$ cat src/prsc_pkg.sv
// Shared types, constants and codes for the page run segment coalescer.
// Depends on nothing; every other file in src imports it.
package prsc_pkg;

	localparam int TABLE_ENTRIES = 64;
	localparam int PAGE_SHIFT    = 12;
	localparam int TABLE_SLACK   = 5;

	localparam int AW          = $clog2(TABLE_ENTRIES);
	localparam int CW          = $clog2(TABLE_ENTRIES + 1);
	localparam int FULL_LIMIT  = TABLE_ENTRIES - TABLE_SLACK;
	localparam int MAX_COUNT   = FULL_LIMIT + 1;

	localparam int ADDR_W  = 48;
	localparam int SIZE_W  = 40;
	localparam int RUN_W   = 16;
	localparam int KIND_W  = 8;
	localparam int IDX_W   = 6;
	localparam int STAT_W  = 3;
	localparam int PC_W    = 24;
	localparam int NOTE_W  = 16;
	localparam int HB_W    = 8;
	localparam int PN_W    = ADDR_W - PAGE_SHIFT;
	localparam int PROD_W  = CW + HB_W;
	localparam int HDR_W   = ((PROD_W > NOTE_W) ? PROD_W : NOTE_W) + 2;

	localparam int CFG_AW  = 4;
	localparam int CFG_DW  = 32;

	localparam logic [PC_W-1:0]   PAGE_COUNT_RST = '0;
	localparam logic [NOTE_W-1:0] NOTE_BYTES_RST = NOTE_W'(356);
	localparam logic [HB_W-1:0]   FILE_HDR_RST   = HB_W'(64);
	localparam logic [HB_W-1:0]   ENTRY_HDR_RST  = HB_W'(56);

	typedef enum logic [STAT_W-1:0] {
		ST_MERGED = 3'd0,
		ST_NEW    = 3'd1,
		ST_RANGE  = 3'd2,
		ST_FULL   = 3'd3,
		ST_LAYOUT = 3'd4
	} status_t;

	typedef enum logic [0:0] {
		REQ_ADD = 1'b0,
		REQ_FIN = 1'b1
	} req_t;

	typedef enum logic [1:0] {
		REG_PAGE_COUNT = 2'd0,
		REG_NOTE_BYTES = 2'd1,
		REG_FILE_HDR   = 2'd2,
		REG_ENTRY_HDR  = 2'd3
	} reg_idx_t;

	typedef enum logic [3:0] {
		S_IDLE,
		S_CHECK,
		S_SEARCH,
		S_MERGE,
		S_MRG_OUT,
		S_NEW_OUT,
		S_RNG_OUT,
		S_FULL_OUT,
		S_FIN_MUL,
		S_FIN_NOTE,
		S_FIN_RD,
		S_FIN_OUT
	} fsm_t;

	typedef enum logic [2:0] {
		SEL_MERGE,
		SEL_NEW,
		SEL_RANGE,
		SEL_FULL,
		SEL_NOTE,
		SEL_SEG
	} out_sel_t;

	typedef struct packed {
		logic [ADDR_W-1:0] phys;
		logic [ADDR_W-1:0] virt;
		logic [SIZE_W-1:0] size;
		logic [KIND_W-1:0] kind;
	} seg_t;

	typedef struct packed {
		logic     ld_req;
		logic     ptr_rst;
		logic     rd_en;
		logic     ns_en;
		logic     mul_en;
		logic     mrg_wr;
		logic     app_wr;
		logic     run_init;
		logic     run_adv;
		logic     ld_out;
		out_sel_t out_sel;
	} ctrl_cmd_t;

	typedef struct packed {
		logic range_ok;
		logic scan_more;
		logic rd_pend;
		logic hit;
		logic tbl_full;
		logic note_last;
		logic emit_last;
		logic out_free;
	} dp_stat_t;

endpackage

$ cat src/prsc_ctrl.sv
// Sequencer for the coalescer: walks add and finalize requests through
// the datapath by command and status. Depends on prsc_pkg.
module prsc_ctrl import prsc_pkg::*; (
	input  logic       clk,
	input  logic       arst_n,
	input  logic       in_valid,
	input  logic       req_type,
	output logic       in_stall,
	input  dp_stat_t   stat,
	output ctrl_cmd_t  cmd
);

	fsm_t state_q;
	fsm_t state_d;

	always_ff @(posedge clk or negedge arst_n) begin
		if (!arst_n) begin
			state_q <= S_IDLE;
		end else begin
			state_q <= state_d;
		end
	end

	always_comb begin
		state_d = state_q;
		unique case (state_q)
			S_IDLE: begin
				if (in_valid) begin
					state_d = (req_t'(req_type) == REQ_FIN) ? S_FIN_MUL : S_CHECK;
				end
			end
			S_CHECK: begin
				state_d = stat.range_ok ? S_SEARCH : S_RNG_OUT;
			end
			S_SEARCH: begin
				if (stat.hit) begin
					state_d = S_MERGE;
				end else if (!stat.rd_pend && !stat.scan_more) begin
					state_d = stat.tbl_full ? S_FULL_OUT : S_NEW_OUT;
				end
			end
			S_MERGE: begin
				state_d = S_MRG_OUT;
			end
			S_MRG_OUT, S_NEW_OUT, S_RNG_OUT, S_FULL_OUT: begin
				if (stat.out_free) begin
					state_d = S_IDLE;
				end
			end
			S_FIN_MUL: begin
				state_d = S_FIN_NOTE;
			end
			S_FIN_NOTE: begin
				if (stat.out_free) begin
					state_d = stat.note_last ? S_IDLE : S_FIN_RD;
				end
			end
			S_FIN_RD: begin
				state_d = S_FIN_OUT;
			end
			S_FIN_OUT: begin
				if (stat.out_free && stat.emit_last) begin
					state_d = S_IDLE;
				end
			end
			default: begin
				state_d = S_IDLE;
			end
		endcase
	end

	always_comb begin
		cmd      = '0;
		in_stall = (state_q != S_IDLE);
		unique case (state_q)
			S_IDLE: begin
				cmd.ld_req = in_valid;
			end
			S_CHECK: begin
				cmd.ptr_rst = 1'b1;
			end
			S_SEARCH: begin
				cmd.rd_en = stat.scan_more && !stat.hit;
			end
			S_MERGE: begin
				cmd.ns_en = 1'b1;
			end
			S_MRG_OUT: begin
				cmd.ld_out  = stat.out_free;
				cmd.mrg_wr  = stat.out_free;
				cmd.out_sel = SEL_MERGE;
			end
			S_NEW_OUT: begin
				cmd.ld_out  = stat.out_free;
				cmd.app_wr  = stat.out_free;
				cmd.out_sel = SEL_NEW;
			end
			S_RNG_OUT: begin
				cmd.ld_out  = stat.out_free;
				cmd.out_sel = SEL_RANGE;
			end
			S_FULL_OUT: begin
				cmd.ld_out  = stat.out_free;
				cmd.out_sel = SEL_FULL;
			end
			S_FIN_MUL: begin
				cmd.mul_en  = 1'b1;
				cmd.ptr_rst = 1'b1;
			end
			S_FIN_NOTE: begin
				cmd.ld_out   = stat.out_free;
				cmd.run_init = stat.out_free;
				cmd.out_sel  = SEL_NOTE;
			end
			S_FIN_RD: begin
				cmd.rd_en = 1'b1;
			end
			S_FIN_OUT: begin
				cmd.ld_out  = stat.out_free;
				cmd.run_adv = stat.out_free;
				cmd.rd_en   = stat.out_free && !stat.emit_last;
				cmd.out_sel = SEL_SEG;
			end
			default: begin
				cmd = '0;
			end
		endcase
	end

endmodule

$ cat config.mk
export PLATFORM = sky130hd
export DESIGN_NAME = prsc_ctrl
export DESIGN_NICKNAME = d
export VERILOG_FILES = /design/src/prsc_pkg.sv /design/src/prsc_ctrl.sv
export SDC_FILE = /design/constraint.sdc
export NUM_CORES = 1
export LEC_CHECK = 0
export BUFFER_PORTS_ARGS = -buffer_cell sky130_fd_sc_hd__buf_2
export CAP_MARGIN = 20
export CORE_AREA = 3 3 40 42
export DETAILED_ROUTE_END_ITERATION = 8
export DIE_AREA = 0 0 43 45
export PLACE_DENSITY = 0.68
export SLEW_MARGIN = 20
export SYNTH_ARGS = -nofsm -noshare
export SYNTH_HDL_FRONTEND = slang
export SYNTH_SLANG_ARGS = --single-unit
export TNS_END_PERCENT = 20
$ cat constraint.sdc
create_clock -name clk -period 5.85 [get_ports clk]
set_clock_uncertainty 0.2 [all_clocks]
set_input_delay 0.8775 -clock clk [delete_from_list [all_inputs] [get_ports clk]]
set_output_delay 0.8775 -clock clk [all_outputs]
set_load 0.02 [all_outputs]
# [After elaboration in Yosys (flattened, before gate mapping)]
# Cells that the tools add are included.
[totals] latchBits=0 out_inout_bits=14 input_bits=12 n_memories=0 mem_bits_rw=0 register_bits=4 word_cells=51 mem_bits_ro=0
[op_classes] eq_ne=16 muxes=21 n_mul=0 shifts=0 bitwise_logic=0 div=0 n_addsub=0 magnitude_cmp=0 n_reduce_logical=13
[ops] operator="4-bit case mux with 9 select lines" count=1
[ops] operator="4-bit 2-to-1 mux" count=8
[ops] operator="4-bit case mux with 6 select lines" count=1
[ops] operator="4-bit by 3-bit equality test with 1-bit output (second input constant)" count=4
[ops] operator="4-bit equality test (second input constant)" count=4
[ops] operator="4-bit by 2-bit equality test with 1-bit output (second input constant)" count=2
[ops] operator="1-bit 2-to-1 mux" count=8
[ops] operator="2-bit != test (second input constant)" count=4
[ops] operator="5-bit AND reduction" count=1
[ops] operator="4-bit by 1-bit equality test with 1-bit output (second input constant)" count=1
[ops] operator="1-bit logical AND" count=4
[ops] operator="1-bit zero test" count=4
[ops] operator="4-bit zero test" count=1
[ops] operator="4-bit nonzero test" count=1
[ops] operator="4-bit OR reduction" count=1
[ops] operator="3-bit 2-to-1 mux" count=1
[ops] operator="3-bit != test (second input constant)" count=1
[ops] operator="1-bit case mux with 3 select lines" count=1
[ops] operator="2-bit 2-to-1 mux" count=1
[ops] operator="2-bit OR reduction" count=1

# [Longest topological paths before layout]
[logic_depth] depth_word=5 mapped_depth=5 depth_no_buf=4

# [Worst setup path before layout]
# OpenSTA, ideal clock, no wires.
[synth_path] path_kind="register to output" startpoint="register state_q[3]" endpoint="output port cmd[10] (netlist name)" arrival_time_ns=1.676 required_time_ns=4.773 path_slack_ns=3.097 n_path_buf=1 path_stages_with_launch=6 cell_sequence="dfrtp_1 > clkbuf_1 > nor2b_1 > and2_1 > nand3_1 > o221ai_1"
[synth_rtl] item="from (decl)" line_no="prsc_ctrl.sv:13" rtl="fsm_t state_q;"
[synth_rtl] item="from (signal assigned)" line_no="prsc_ctrl.sv:20" rtl="state_q <= state_d;"
[synth_rtl] item="to (decl)" line_no="prsc_ctrl.sv:10" rtl="output ctrl_cmd_t cmd"

==> flow_summary.yaml <==
grt:
  grtUsageTotal: 0.1271
  first_global_vias: 516
  antenna_found_initial: 0
  grt_max_degree: 18
  grt_pass1_wl_um: 1959
  gr-total-overflow: 0
sta:
  rsz0062_at_grt: "no"
  slew_headroom: 0.6928
  setup_viol: 0
  slew_violations: 0
  tightest_slew_ns: 0.4607
  fin_setup_tns_ns: 0
  period_share: 0.4827
  hold_viol_final: 0
  period_needed_ns: 2.824
  fmax_ghz: 0.3541
  worst_slack_ns: 3.026
setup_path:
  r2r_start: "state_q[1]$_DFFE_PN0P_"
  cp_slowest_stage_delay_ns: 0.58
  path_class: "register to output port"
  rrSetupSlack_ns: 3.75
  critPathMaxFanout: 14
  worst_path_max_delay_cell: "dfrtp_1"
  crit_path_start_kind: "register"
  reg2reg_to: "state_q[3]$_DFFE_PN0P_"
  cp.required_ns: 4.77
  r2r_cells: 4
  end_kind: "output port"
  crit_chain: "nor2b_1 -> and2_1 -> nand3_1 -> o221ai_1 -> buf_2"
  crit_arrival_ns: 1.75
yosys:
  yosys_warnings: 0
  ys_types: 26
  synth_area_sq_um: 509.2
  yosysSeqAreaShare: 0.1966
  synth_seq_cells: 4
  syn_inst: 67
  synth.avg_cell_area_sq_um: 7.601
  synthesis.nets: 79
clock_tree:
  cts_setup_buffers: 0
  clk_pin_slew_ns: 0.04
  clock_insertion_delay_worst_skew_ns: 0.23
  cts_root_buf: "clkbuf_4"
  clockBufferDepth: 2
  cts_inserted_buffers: 3
  cts_tree: "yes"
  hold_buffers: 0
  clock_sinks: 4
  cts_resized: 0
  htreeDepth: 1
final_layout:
  fillers: 139
  antenna_cells: 0
  multi_input_area_sq_um: 385.4
  mostFrequentLayoutCell: "buf_2"
  drive_gt1_frac: 0.3516
  layout_common_cells: "buf_2, nor2_1, nand2b_1"
  seq_area_sq_um: 100.1
  largest_registers: "state_q (4)"
  syn2layout_area_growth_pct: 29.48
  largest-register: "state_q"
  final_nets: 105
  largest_reg_flops: 4
placed_design:
  portBuffers: 25
  place_ws_ns: 3.234
  hpwl_um: 899.4
  routabilityCongestion: 0.8050
drt:
  wl_um: 1158
  drt-initial-drc-count: 9
  drc: 0
  via_per_inst: 5.349
  drtAntennaViolNets: 0
  wl_per_cell_um: 10.92
  firstDrtPassIters: 4
  vias: 567
power:
  p_leak_nw: 0.3157
  power_w: 0.0003299
  peakVddDrop_v: 0.0002310
  p_per_area_mw_per_mm2: 500.4
worst_hold_path:
  hold_path.class: "input pin to async pin"
floorplanning:
  coreArea_sq_mm: 0.001285
  die_x_um: 43
  start_util: 0.3963
  chipHeight_um: 45
  floorplan.rows: 13
  io_pins: 26
  die_area_sq_mm: 0.001935
outcome:
  status: "finished clean"
job:
  max-cap-violations: 0
## cell families (layout without fill, tap and decap cells)
group                     count (synthesis)  in the layout  share of synthesized area
AOI/OAI and AO/OA                        14             14                     0.2187
and+or+nand+nor                          40             40                     0.4767
buffers and inverters                     6             30                    0.04668
xor gates and xnor gates                  1              1                    0.01720
muxes                                     2              2                    0.04422
DFF                                       4              4                     0.1966
## final cells by class
class                           instances  share of cell area
Inverter                                2             0.01139
Timing Repair Buffer                   25              0.1898
Tap cell                               15             0.02846
Multi-Input combinational cell         57              0.5844
Clock buffer                            3             0.03416
Sequential cell                         4              0.1518
## power breakdown
group | switching [W] | total, W | internal, W
Sequential | 0.0000446 | 0.0000848 | 0.0000402
Clock | 0.0000101 | 0.0000330 | 0.0000229
Combinational | 0.000114 | 0.000212 | 0.0000986
## how the worst max path moves through the flow
stage,from,end,slack (ns),cells after the start
2_1_floorplan,state_q[3]$_DFFE_PN0P_,cmd[10],3.10,5
3_5_place_dp,stat[0],cmd[10],3.23,4
5_1_grt,state_q[3]$_DFFE_PN0P_,cmd[10],2.85,5
6_report,state_q[3]$_DFFE_PN0P_,cmd[10],3.03,5
3_3_place_gp,stat[0],cmd[10],3.28,4
4_1_cts,state_q[3]$_DFFE_PN0P_,cmd[10],3.03,5
## metrics by stage
step / instances / utilization / area (sq um) / hold WS [ns]
final: 106 / 0.5131 / 659.4 / 0.2416
after global routing: 106 / 0.5131 / 659.4 / 0.2386
after CTS: 106 / 0.5131 / 659.4 / 0.2326
after detailed placement: 103 / 0.4956 / 636.9 / 0.4827
after global placement: 103 / 0.4956 / 636.9 / 0.4831
after floorplan: 67 / - / 509.2 / 0.3819
## synth_stat cells
| cell | instances | area [sq um] |
|---|---|---|
| o21ai_0 | 1 | 5.000 |
| inv_1 | 2 | 7.510 |
| nand4bb_1 | 1 | 11.26 |
| buf_2 | 1 | 5.000 |
| xnor2_1 | 1 | 8.760 |
| o221ai_1 | 1 | 8.760 |
| o41ai_1 | 2 | 17.52 |
| nor4b_4 | 1 | 23.77 |
| nor3_2 | 1 | 10.01 |
| o21a_1 | 1 | 7.510 |
| or4_4 | 1 | 11.26 |
| dfrtp_1 | 4 | 100.1 |
| nand2_1 | 3 | 11.26 |
| and2_1 | 3 | 18.77 |
| nand3_1 | 2 | 10.01 |
| a21o_1 | 1 | 7.510 |
| nor3_1 | 4 | 20.02 |
| nand2b_1 | 9 | 56.30 |
| nor2b_1 | 4 | 25.02 |
| mux2_1 | 2 | 22.52 |
| clkbuf_1 | 3 | 11.26 |
| or4_1 | 1 | 7.510 |
| a21oi_1 | 6 | 30.03 |
| o32ai_4 | 1 | 27.53 |
| a211oi_1 | 1 | 7.510 |
| nor2_1 | 10 | 37.54 |
## metal layers
layer,GRT usage,routed length (um),vias to the layer above
met5,0,0,-
met2,0.2246,540,18
met4,0.05422,0,0
met1,0.1537,515,259
li1,-,-,290
met3,0.01992,101,0
## critical path: cells and delay by family, from the launching register on
kind / cells / cell delay (ns)
flops: 1 / 0.58
compound gates: 1 / 0.21
buf+inv: 1 / 0.20
simple gates: 3 / 0.53
(Power assumes the default switching activity.)
